$ cat src/hdl/spi_pkg.sv
// shared types and constants for the segment pair intersection core
// no dependencies; imported by every module of the block
`timescale 1ns / 1ps
`default_nettype none

package spi_pkg;

	// fixed field widths of the stream words
	localparam int IN_BITS     = 12;
	localparam int IN_FIELDS   = 8;
	localparam int LIMIT_BITS  = 13;
	localparam int OUT_BITS    = 16;
	localparam int IN_WORD     = 96;
	localparam int OUT_WORD    = 40;

	// parameter defaults
	localparam int COORD_BITS_DEF = 12;
	localparam int FRAC_BITS_DEF  = 4;

	localparam logic [LIMIT_BITS-1:0] LIMIT_RESET = 13'd10;

	// result status codes
	typedef enum logic [1:0] {
		ST_FAR   = 2'd0,
		ST_DEGEN = 2'd1,
		ST_MISS  = 2'd2,
		ST_CROSS = 2'd3
	} status_t;

endpackage

`default_nettype wire

$ cat src/hdl/spi_div.sv
// pipelined restoring divider, one quotient bit per stage, x and y lanes
// depends on spi_pkg
`timescale 1ns / 1ps
`default_nettype none

module spi_div #(
	parameter int COORD_BITS = spi_pkg::COORD_BITS_DEF,
	parameter int FRAC_BITS  = spi_pkg::FRAC_BITS_DEF
) (
	input  wire logic                                   clk,
	input  wire logic                                   arst_n,
	input  wire logic                                   in_valid,
	output logic                                        in_ready,
	input  wire spi_pkg::status_t                       in_status,
	input  wire logic [2*COORD_BITS:0]                  in_den,
	input  wire logic [3*COORD_BITS+FRAC_BITS:0]        in_numx,
	input  wire logic [3*COORD_BITS+FRAC_BITS:0]        in_numy,
	output logic                                        out_valid,
	input  wire logic                                   out_ready,
	output spi_pkg::status_t                            out_status,
	output logic [COORD_BITS+FRAC_BITS-1:0]             out_qx,
	output logic [COORD_BITS+FRAC_BITS-1:0]             out_qy
);
	import spi_pkg::*;

	localparam int C  = COORD_BITS;
	localparam int DW = 2 * C + 1;
	localparam int QW = C + FRAC_BITS;

	// index 0 is the incoming word, index k the register of divide stage k
	logic [QW:0]   v_s;
	logic [QW+1:1] en;
	logic [DW-1:0] remx_s [QW+1];
	logic [DW-1:0] remy_s [QW+1];
	logic [QW-1:0] lox_s  [QW+1];
	logic [QW-1:0] loy_s  [QW+1];
	logic [QW-1:0] qx_s   [QW+1];
	logic [QW-1:0] qy_s   [QW+1];
	logic [DW-1:0] d_s    [QW+1];
	status_t       st_s   [QW+1];

	// quotient fits in QW bits, so the top dividend bits start as remainder
	assign v_s[0]    = in_valid;
	assign remx_s[0] = in_numx[DW+QW-1:QW];
	assign remy_s[0] = in_numy[DW+QW-1:QW];
	assign lox_s[0]  = in_numx[QW-1:0];
	assign loy_s[0]  = in_numy[QW-1:0];
	assign qx_s[0]   = '0;
	assign qy_s[0]   = '0;
	assign d_s[0]    = in_den;
	assign st_s[0]   = in_status;

	assign en[QW+1]  = out_ready;
	assign in_ready  = en[1];

	for (genvar k = 1; k <= QW; k++) begin : g_stage
		logic [DW:0] tx, ty;
		logic        gx, gy;
		logic [DW:0] rx, ry;

		assign en[k] = !v_s[k] || en[k+1];

		// trial subtract on the shifted remainder
		assign tx = {remx_s[k-1], lox_s[k-1][QW-1]};
		assign ty = {remy_s[k-1], loy_s[k-1][QW-1]};
		assign gx = tx >= {1'b0, d_s[k-1]};
		assign gy = ty >= {1'b0, d_s[k-1]};
		assign rx = gx ? (tx - {1'b0, d_s[k-1]}) : tx;
		assign ry = gy ? (ty - {1'b0, d_s[k-1]}) : ty;

		always_ff @(posedge clk or negedge arst_n) begin
			if (!arst_n) begin
				v_s[k] <= 1'b0;
			end else if (en[k]) begin
				v_s[k] <= v_s[k-1];
			end
		end

		always_ff @(posedge clk) begin
			if (en[k]) begin
				remx_s[k] <= rx[DW-1:0];
				remy_s[k] <= ry[DW-1:0];
				lox_s[k]  <= {lox_s[k-1][QW-2:0], 1'b0};
				loy_s[k]  <= {loy_s[k-1][QW-2:0], 1'b0};
				qx_s[k]   <= {qx_s[k-1][QW-2:0], gx};
				qy_s[k]   <= {qy_s[k-1][QW-2:0], gy};
				d_s[k]    <= d_s[k-1];
				st_s[k]   <= st_s[k-1];
			end
		end
	end

	assign out_valid  = v_s[QW];
	assign out_status = st_s[QW];
	assign out_qx     = qx_s[QW];
	assign out_qy     = qy_s[QW];

endmodule

`default_nettype wire

$ cat config.mk
export PLATFORM = sky130hd
export DESIGN_NAME = spi_div
export DESIGN_NICKNAME = d
export VERILOG_FILES = /design/src/hdl/spi_pkg.sv /design/src/hdl/spi_div.sv
export SDC_FILE = /design/constraint.sdc
export NUM_CORES = 2
export LEC_CHECK = 0
export ABC_AREA = 1
export BUFFER_PORTS_ARGS = -buffer_cell sky130_fd_sc_hd__buf_2
export CORE_MARGIN = 1.5
export CORE_UTILIZATION = 40
export DETAILED_ROUTE_END_ITERATION = 10
export MAX_ROUTING_LAYER = met4
export PLACE_DENSITY = 0.56
export SLEW_MARGIN = 40
export SYNTH_ARGS = -nofsm -noshare
export SYNTH_HDL_FRONTEND = slang
export SYNTH_SLANG_ARGS = --single-unit
export TNS_END_PERCENT = 50
$ cat constraint.sdc
create_clock -name clk -period 37.9 [get_ports clk]
set_input_delay 7.58 -clock clk [delete_from_list [all_inputs] [get_ports clk]]
set_output_delay 7.58 -clock clk [all_outputs]
set_load 0.01 [all_outputs]
==> flow_metrics.py <==
metrics = {
    "clock_tree": {
        "clkTransAtPathRegs_ps": 60,
        "cts_made_buffers": 193,
        "root_buffer": "clkbuf_16",
        "post_cts_resized": 0,
        "cts_max_level": 4,
        "clk_latency_ps": 900,
        "clockBufferDepth": 4,
        "cts.sink_count": 1685,
        "cts_tree": "done",
        "cts_hold_buf": 0,
        "cts_setup_buffers": 0,
    },
    "synth": {
        "netlist_top_cells_count": "2836 x nand2_1, 1669 x edfxtp_1, 1318 x inv_1",
        "yosysMostFrequentCell": "nand2_1",
        "syn_area_um2": 107000,
        "syn_avg_cell_area_um2": 9.06,
        "yosysWarnings": 0,
        "synth-seq-area-share_pct": 47.3,
        "synth_top_area_share_pct": 47.0,
        "synth_edf_count": 1669,
        "synthFlopType": "edfxtp_1",
        "synthTopCellsByArea": "edfxtp_1 47%, nand2_1 10%, ha_1 9.4%",
        "synth_seq_cells": 1685,
        "syn_nets": 12700,
        "synthArstFlopShare_pct": 0.950,
        "synth_area_leader_cell": "edfxtp_1",
        "syn_inst": 11800,
        "synth_cell_type_count": 45,
    },
    "sta": {
        "fin_crit_sh_pct": 48.9,
        "setup_ws_ps": 19360,
        "relSlewSlack_pct": 43.6,
        "fin_setup_tns_ps": 0,
        "maxSlewViolCount": 0,
        "clock.fmax_mhz": 53.9,
        "hold_viol_final": 0,
        "clock_skew_ps": 51.2,
        "setup-violations-final": 0,
        "min_period_ps": 18540,
        "worstMarginPinSlew_ps": 837,
        "rsz0062_at_grt": "no",
    },
    "place": {
        "globalplace.congestion": 1.01,
        "portBuffers": 148,
        "place_ws_ps": 19290,
        "dp_cells": 15300,
        "dp_hpwl_mm": 323,
    },
    "critical_path": {
        "cp-start-kind": "input pin",
        "startpoint": "out_ready",
        "path_cells": "buf_2, inv_1, nand4_4, buf_6, nor3_2, nand4_4, nor2_4, nand4_4, buf_4, nor2_4, nand4_1, buf_4, buf_2",
        "max_stage_delay_ps": 420,
        "arrival_ps": 10960,
        "critical_path_class": "in -> out",
        "critPathMostFrequentCell": "nand4_4",
        "r2r-start": "out_valid",
        "slowest_stage": "nor2_4",
        "r2r_slack_ps": 33570,
        "reg2regPathDepth": 10,
        "worstPathRequired_ps": 30320,
        "worstPathMaxFanout": 66,
        "critPathCaptureType": "output pin",
    },
    "routing": {
        "wl_per_cell_um": 24.7,
        "firstDrtPassIters": 9,
        "route.final.wire_length_mm": 388,
        "drc": 27,
        "ant_nets": 0,
        "via_per_inst": 5.45,
        "vias": 85500,
        "drt-initial-drc-count": 8564,
    },
    "floorplan": {
        "rows": 189,
        "die_w_um": 520,
        "core_um2": 265000,
        "start_util_pct": 40.2,
        "io_pins": 149,
        "die_area_um2": 270000,
        "die_h_um": 520,
    },
    "global_routing": {
        "grt_max_degree": 82,
        "antenna_found_initial": 45,
        "globalRoute.totalOverflow": 0,
        "use_met3_pct": 3.52,
        "grt_first_pass_wirelength_mm": 553,
        "grtUsageMet1_pct": 40.0,
        "top_usage_layer": "met2",
        "grt.total_usage_pct": 28.8,
        "grt_pass1_vias": 81400,
        "grt_use_met2_pct": 44.4,
    },
    "min_path": {
        "hp-start": "lox_s[242]",
        "min_path_type": "reg -> reg",
        "hold_depth": 0,
    },
    "cells_and_area": {
        "num-nets-final": 12900,
        "area_growth_pct": 9.82,
        "fillCellCount": 26000,
        "fin_cells": 15700,
        "drive_gt1_share_pct": 7.44,
        "utilization_pct": 44.2,
    },
    "status": {
        "violations": "DRC",
        "status": "complete, but fails checks",
    },
    "run": {
        "cap_violations": 0,
    },
}
## cell families (layout without fill, tap and decap cells)
| kind of cell | Yosys count | after routing | share of synthesized area, % |
|---|---|---|---|
| DFF | 1685 | 1685 | 47.3 |
| and+or+nand+nor | 5012 | 5012 | 20.1 |
| xor gates and xnor gates | 540 | 540 | 4.43 |
| adders and majority gates | 830 | 830 | 9.94 |
| other | 0 | 18 | 0 |
| AOI/OAI and AO/OA | 2200 | 2200 | 12.1 |
| buffers and inverters | 1513 | 1866 | 6.08 |
## routing by layer
metal / up-vias / wire length, um
met3: 451 / 24900
met2: 2894 / 174000
met5: - / 0
li1: 41000 / -
met1: 41100 / 178000
met4: 0 / 10800
## cell type report
cell class              instances  area [um^2]  share of cell area, %
well taps                    3533         4420                   3.77
inverters                    1348         5120                   4.37
clock inverters               127         1350                   1.15
clock buffers                 220         4970                   4.24
repair buffers                171          967                  0.825
multi-input cells            8582        49800                   42.5
diodes                         18         45.0                 0.0384
flip-flops and latches       1685        50500                   43.1
## per-stage QoR
stage / hold slack [ps] / instance area [um^2]
after detailed placement: 405 / 111000
after global routing: 396 / 117000
after global placement: 401 / 111000
after CTS: 387 / 117000
after floorplan: 400 / 107000
final: 396 / 117000
## flip-flops by register name, summed over array words and instances (netlist names)
name,cells
out_qx,16
v_s,15
g_stage.ty,390
d_s,375
qy_s,120
out_qy,16
out_status,2
lox_s,105
loy_s,105
qx_s,120
g_stage.tx,390
st_s,30
out_valid,1
## cell usage in the layout, fill, tap and decap left out, drive strengths merged, types with 18 or more instances in the layout
master,synthesis,routed
nand3,637,637
nor4,36,36
bufinv,0,18
diode,0,18
a21boi,68,68
a21oi,852,852
clkbuf,0,220
clkinv,0,72
ha,800,800
a31oi,26,26
o21bai,146,146
xor2,139,139
nand2,2860,2860
clkinvlp,0,18
edfxtp,1669,1669
xnor2,401,401
nor2,931,931
inv,1348,1367
buf,165,171
a21o,102,102
fa,30,30
nand3b,87,87
or2,63,63
nand4,223,223
nor3,175,175
o21ai,989,989
## worst max-delay path: cells and delay by family
kind,cells,cell delay (ps)
simple gates,7,1740
buf+inv,6,1480
## path summary, 6_finish.rpt
path / endpoint
min: lox_s[227]
max: in_ready
min in group asynchronous: v_s[10]
min reg2reg: lox_s[227]
max in group asynchronous: v_s[1]
max reg2reg: lox_s[226]
Power is not shown: default switching activity piles up to over one toggle a cycle in this logic, so the estimate is an artifact.
