$ cat src/hdl/spi_pkg.sv
// shared types and constants for the segment pair intersection core
// no dependencies; imported by every module of the block
`timescale 1ns / 1ps
`default_nettype none

package spi_pkg;

	// fixed field widths of the stream words
	localparam int IN_BITS     = 12;
	localparam int IN_FIELDS   = 8;
	localparam int LIMIT_BITS  = 13;
	localparam int OUT_BITS    = 16;
	localparam int IN_WORD     = 96;
	localparam int OUT_WORD    = 40;

	// parameter defaults
	localparam int COORD_BITS_DEF = 12;
	localparam int FRAC_BITS_DEF  = 4;

	localparam logic [LIMIT_BITS-1:0] LIMIT_RESET = 13'd10;

	// result status codes
	typedef enum logic [1:0] {
		ST_FAR   = 2'd0,
		ST_DEGEN = 2'd1,
		ST_MISS  = 2'd2,
		ST_CROSS = 2'd3
	} status_t;

endpackage

`default_nettype wire

$ cat src/hdl/spi_lerp.sv
// stages s4..s5: weighted endpoint sums that feed the crossing divider
// depends on spi_pkg
`timescale 1ns / 1ps
`default_nettype none

module spi_lerp #(
	parameter int COORD_BITS = spi_pkg::COORD_BITS_DEF,
	parameter int FRAC_BITS  = spi_pkg::FRAC_BITS_DEF
) (
	input  wire logic                                   clk,
	input  wire logic                                   arst_n,
	input  wire logic                                   in_valid,
	output logic                                        in_ready,
	input  wire spi_pkg::status_t                       in_status,
	input  wire logic [2*COORD_BITS:0]                  in_den,
	input  wire logic [2*COORD_BITS:0]                  in_num,
	input  wire logic [COORD_BITS-1:0]                  in_x1,
	input  wire logic [COORD_BITS-1:0]                  in_y1,
	input  wire logic [COORD_BITS-1:0]                  in_x2,
	input  wire logic [COORD_BITS-1:0]                  in_y2,
	output logic                                        out_valid,
	input  wire logic                                   out_ready,
	output spi_pkg::status_t                            out_status,
	output logic [2*COORD_BITS:0]                       out_den,
	output logic [3*COORD_BITS+FRAC_BITS:0]             out_numx,
	output logic [3*COORD_BITS+FRAC_BITS:0]             out_numy
);
	import spi_pkg::*;

	localparam int C  = COORD_BITS;
	localparam int DW = 2 * C + 1;
	localparam int PW = 3 * C + 1;
	localparam int NW = PW + FRAC_BITS;

	logic v_s4, v_s5;
	logic en4, en5;

	assign en5      = !v_s5 || out_ready;
	assign en4      = !v_s4 || en5;
	assign in_ready = en4;

	always_ff @(posedge clk or negedge arst_n) begin
		if (!arst_n) begin
			v_s4 <= 1'b0;
			v_s5 <= 1'b0;
		end else begin
			if (en4) v_s4 <= in_valid;
			if (en5) v_s5 <= v_s4;
		end
	end

	// s4: p*(d-n) and q*n for both axes
	logic [DW-1:0] dmn_c;
	assign dmn_c = in_den - in_num;

	logic [PW-1:0] px_s4, qx_s4, py_s4, qy_s4;
	logic [DW-1:0] d_s4;
	status_t       st_s4;

	always_ff @(posedge clk) begin
		if (en4) begin
			px_s4 <= in_x1 * dmn_c;
			qx_s4 <= in_x2 * in_num;
			py_s4 <= in_y1 * dmn_c;
			qy_s4 <= in_y2 * in_num;
			d_s4  <= in_den;
			st_s4 <= in_status;
		end
	end

	// s5: scaled dividends; non-crossing words divide zero by one
	logic [PW-1:0] sx_c, sy_c;
	assign sx_c = px_s4 + qx_s4;
	assign sy_c = py_s4 + qy_s4;

	always_ff @(posedge clk) begin
		if (en5) begin
			out_status <= st_s4;
			if (st_s4 == ST_CROSS) begin
				out_numx <= NW'(sx_c) << FRAC_BITS;
				out_numy <= NW'(sy_c) << FRAC_BITS;
				out_den  <= d_s4;
			end else begin
				out_numx <= '0;
				out_numy <= '0;
				out_den  <= DW'(1);
			end
		end
	end

	assign out_valid = v_s5;

endmodule

`default_nettype wire

$ cat config.mk
export PLATFORM = sky130hd
export DESIGN_NAME = spi_lerp
export DESIGN_NICKNAME = d
export VERILOG_FILES = /design/src/hdl/spi_pkg.sv /design/src/hdl/spi_lerp.sv
export SDC_FILE = /design/constraint.sdc
export NUM_CORES = 2
export LEC_CHECK = 0
export ABC_AREA = 1
export BUFFER_PORTS_ARGS = -buffer_cell sky130_fd_sc_hd__buf_2
export CORE_ASPECT_RATIO = 1.5
export CORE_UTILIZATION = 35
export CTS_CLUSTER_DIAMETER = 120
export CTS_CLUSTER_SIZE = 24
export DETAILED_ROUTE_END_ITERATION = 7
export SLEW_MARGIN = 0
export SYNTH_ARGS = -nofsm -noshare
export SYNTH_HDL_FRONTEND = slang
export SYNTH_SLANG_ARGS = --single-unit
$ cat constraint.sdc
create_clock -name clk -period 7.7 [get_ports clk]
set_input_delay 0.385 -clock clk [delete_from_list [all_inputs] [get_ports clk]]
set_output_delay 0.385 -clock clk [all_outputs]
set_load 0.03 [all_outputs]
==> impl_results.md <==
- Vias/cell: ~5.0
- Status: finished clean
- NumNets Final: around 8400
- Starting Density: 0.352
- Vias post-DR: roughly 45000
- WP data required: 8.09 ns
- Worst Hold Class: in -> reg
- Post-place setup slack: approximately 0.085 ns
- Final hold vios: 0
- I/O Pins: around 220
- Syn_area_per_cell: slightly below 8 sq um
- Die Wd: 323 microns
- Main synth FF type: edfxtp_1
- Syn Std Cell Area: 53900 sq um
- #FFs+latches synth: between 200 and 300
- Critical-path maximum fanout: 11
- CTS Buf Count: 19
- Critical Path Source Type: primary input
- First-pass GRT wire length: approximately 270000 microns
- Number of synthesized flops with an enable pin: about 280
- Worst Max-Slew Pin Slew: roughly 1.2 ns
- Die Ht: ~480 microns
- DRC viols: 0
- Max-slew violations: 0
- Initial antenna violation count: 5
- Crit end category: flop
- Yosys Warn Count: 0
- Post-Synthesis Cells: 6923
- Iteration-0 DRC Markers: 3158
- Layout cells sized above 1: 0.0522
- Critical Path AT: approximately 7.7 ns
- TritonCTS clock tree: done
- Post-DRT Antenna Nets: 0
- Fillers: 16100
- Core ar.: roughly 150000 sq um
- Die area: about 160000 sq um
- GRT Overall Usage: 0.229
- Worst hold slack: roughly 0.064 ns
- Cells after DPL: 9000
- Seq/Total Area, Yosys: 0.155
- Multi-input gate area: 38600 sq um
- Fin crit share: 0.945
- Routability congestion estimate: 0.937
- Max_cap viols: 0
- Non-filler cells, final: between 9000 and 10000
- Row count: approximately 180
- Remaining global-route overflow: 0
- Synth cell types: 45
- Drt total wl: between 150000 and 200000 microns
- Worst-case headroom to the max-slew limit: 0.209
- FF/Latch Area: 8340 sq um
- Crit path time final: 7.28 ns
- Setup bufs post-CTS: 0
- Async set-reset flop share out of synthesis: 0.00719
- Area growth from synthesis to layout: 7.02%
- RSZ-0062 raised after global routing: no
- CTS sink cnt: around 280
- Routed len/inst: roughly 19 microns
- Hpwl dp: approximately 150000 microns
- Pin count of the biggest net entering global routing: approximately 130
- WS Path Type: in -> reg
- Clock tree buffer depth: 3
- Clock-pin slew on the worst setup and hold paths: around 0.11 ns
- Clock Tree Root: clkbuf_16
- Layout Skew: approximately 0.036 ns
- Setup violators final: 0
- Port buffer count: a little over 200
- Drt first pass iters: 8
- Final WS setup: about 0.42 ns
- Htree depth: 1
- Clk_lat worst skew: 0.62 ns
- FMAX: around 140 MHz
- Vias in the first global route: around 47000
- Setup TNS Final: 0 ns
==> synth_stat cells (3+ instances only) <==
| library cell | n | share of area |
|---|---|---|
| nor2_1 | 596 | 0.041 |
| o21ai_2 | 4 | 0.00065 |
| o21a_1 | 28 | 0.0039 |
| nand2_2 | 17 | 0.0020 |
| nand2_1 | 1820 | 0.13 |
| o21bai_1 | 14 | 0.0019 |
| clkbuf_1 | 211 | 0.015 |
| edfxtp_1 | 276 | 0.15 |
| o21ai_0 | 164 | 0.015 |
| nand3b_1 | 10 | 0.0014 |
| or2_2 | 7 | 0.00081 |
| nand4_2 | 4 | 0.00093 |
| xor2_1 | 67 | 0.011 |
| a21o_1 | 16 | 0.0022 |
| ha_1 | 396 | 0.092 |
| inv_2 | 9 | 0.00063 |
| xnor2_1 | 18 | 0.0029 |
| buf_6 | 9 | 0.0019 |
| buf_2 | 19 | 0.0018 |
| nand4_1 | 24 | 0.0028 |
| a21oi_1 | 323 | 0.030 |
| clkinv_1 | 3 | 0.00021 |
| nand3_1 | 311 | 0.029 |
| inv_1 | 1561 | 0.11 |
| buf_4 | 18 | 0.0025 |
| or2_1 | 3 | 0.00035 |
| o21ai_1 | 10 | 0.00093 |
| nor4_1 | 11 | 0.0013 |
| fa_1 | 923 | 0.34 |
| nor3_1 | 31 | 0.0029 |
==> worst paths after layout <==
check                               start             to  slack (ns)  cells after the start
worst min-delay path            in_den[4]        d_s4[4]        0.06                      1
worst min register to register   st_s4[1]  out_status[1]        0.48                      0
min in group asynchronous          arst_n           v_s4        0.08                      2
worst max-delay path            in_den[0]      px_s4[36]        0.42                     28
max in group asynchronous          arst_n      out_valid        7.52                      2
worst max register to register   qy_s4[0]   out_numy[40]        4.91                     12
==> cell type report <==
class	instances	share of cell area
Clock buffer	22	0.00843
Sequential cell	278	0.144
Timing Repair Buffer	288	0.0290
Antenna cell	4	0.000173
Inverter	1575	0.103
Multi-Input combinational cell	4817	0.669
Clock inverter	8	0.00249
Tap cell	2047	0.0444
==> registers in the layout (all words and copies together), names as in the netlist <==
signal / cells
d_s4: 25
out_den: 25
out_numx: 37
out_numy: 37
out_status: 2
out_valid: 1
px_s4: 37
py_s4: 37
qx_s4: 37
qy_s4: 37
st_s4: 2
v_s4: 1
==> stage by stage <==
| step | area [sq um] | utilization |
|---|---|---|
| global route | 57700 | 0.377 |
| CTS | 57700 | 0.377 |
| global placement | 57000 | 0.373 |
| floorplan | 54000 | - |
| detailed placement | 57000 | 0.373 |
| finish | 57700 | 0.377 |
==> critical path, cell delays in order <==
cell and delay [ns]:
dlygate4sd3_1 0.52, buf_2 0.11, inv_1 0.04, ha_1 0.33, fa_1 0.46, o21ai_2 0.26, inv_1 0.08, o21ai_2 0.26
nand2_1 0.15, nand3b_2 0.28, buf_4 0.23, nand3_1 0.12, fa_1 0.57, inv_1 0.05, fa_1 0.50, inv_1 0.05
fa_1 0.56, fa_1 0.44, fa_1 0.56, inv_1 0.06, ha_1 0.36, nand2_1 0.14, nor2_1 0.26, nand2_1 0.08
o21ai_0 0.48, nand2_1 0.15, nand3b_1 0.12, nand2_1 0.05
==> cells in the final DEF, fill, tap and decap left out, types with 31 or more instances in the layout <==
cell type | synthesis | final
a21oi_1 | 323 | 323
buf_2 | 19 | 206
buf_4 | 18 | 76
edfxtp_1 | 276 | 276
fa_1 | 923 | 923
ha_1 | 396 | 396
inv_1 | 1561 | 1560
nand2_1 | 1820 | 1818
nand3_1 | 311 | 310
nor2_1 | 596 | 596
nor3_1 | 31 | 31
o21ai_0 | 164 | 164
xor2_1 | 67 | 67
==> logic make-up after synthesis <==
group                      Yosys count  share of synthesized area
xor gates and xnor gates            85                     0.0138
buffers and inverters             1835                      0.131
AOI/OAI and AO/OA                  562                     0.0554
and+or+nand+nor                   2843                      0.211
adders and majority gates         1319                      0.434
other                                1                  0.0000695
DFF                                278                      0.155
==> layer usage <==
layer | global-route usage | part of all wire | vias to the layer above
met1 | 0.287 | 0.41 | 22600
met5 | 0 | 0.00023 | -
met4 | 0.0881 | 0.040 | 6
met2 | 0.405 | 0.50 | 1535
li1 | - | - | 20800
met3 | 0.0212 | 0.053 | 357
==> what timing repair did <==
item,CTS,global route
resized for setup,0,0
hold buffers,5,0
endpoints found under the hold margin,6,0
Power is not shown: default switching activity piles up to over one toggle a cycle in this logic, so the estimate is an artifact.
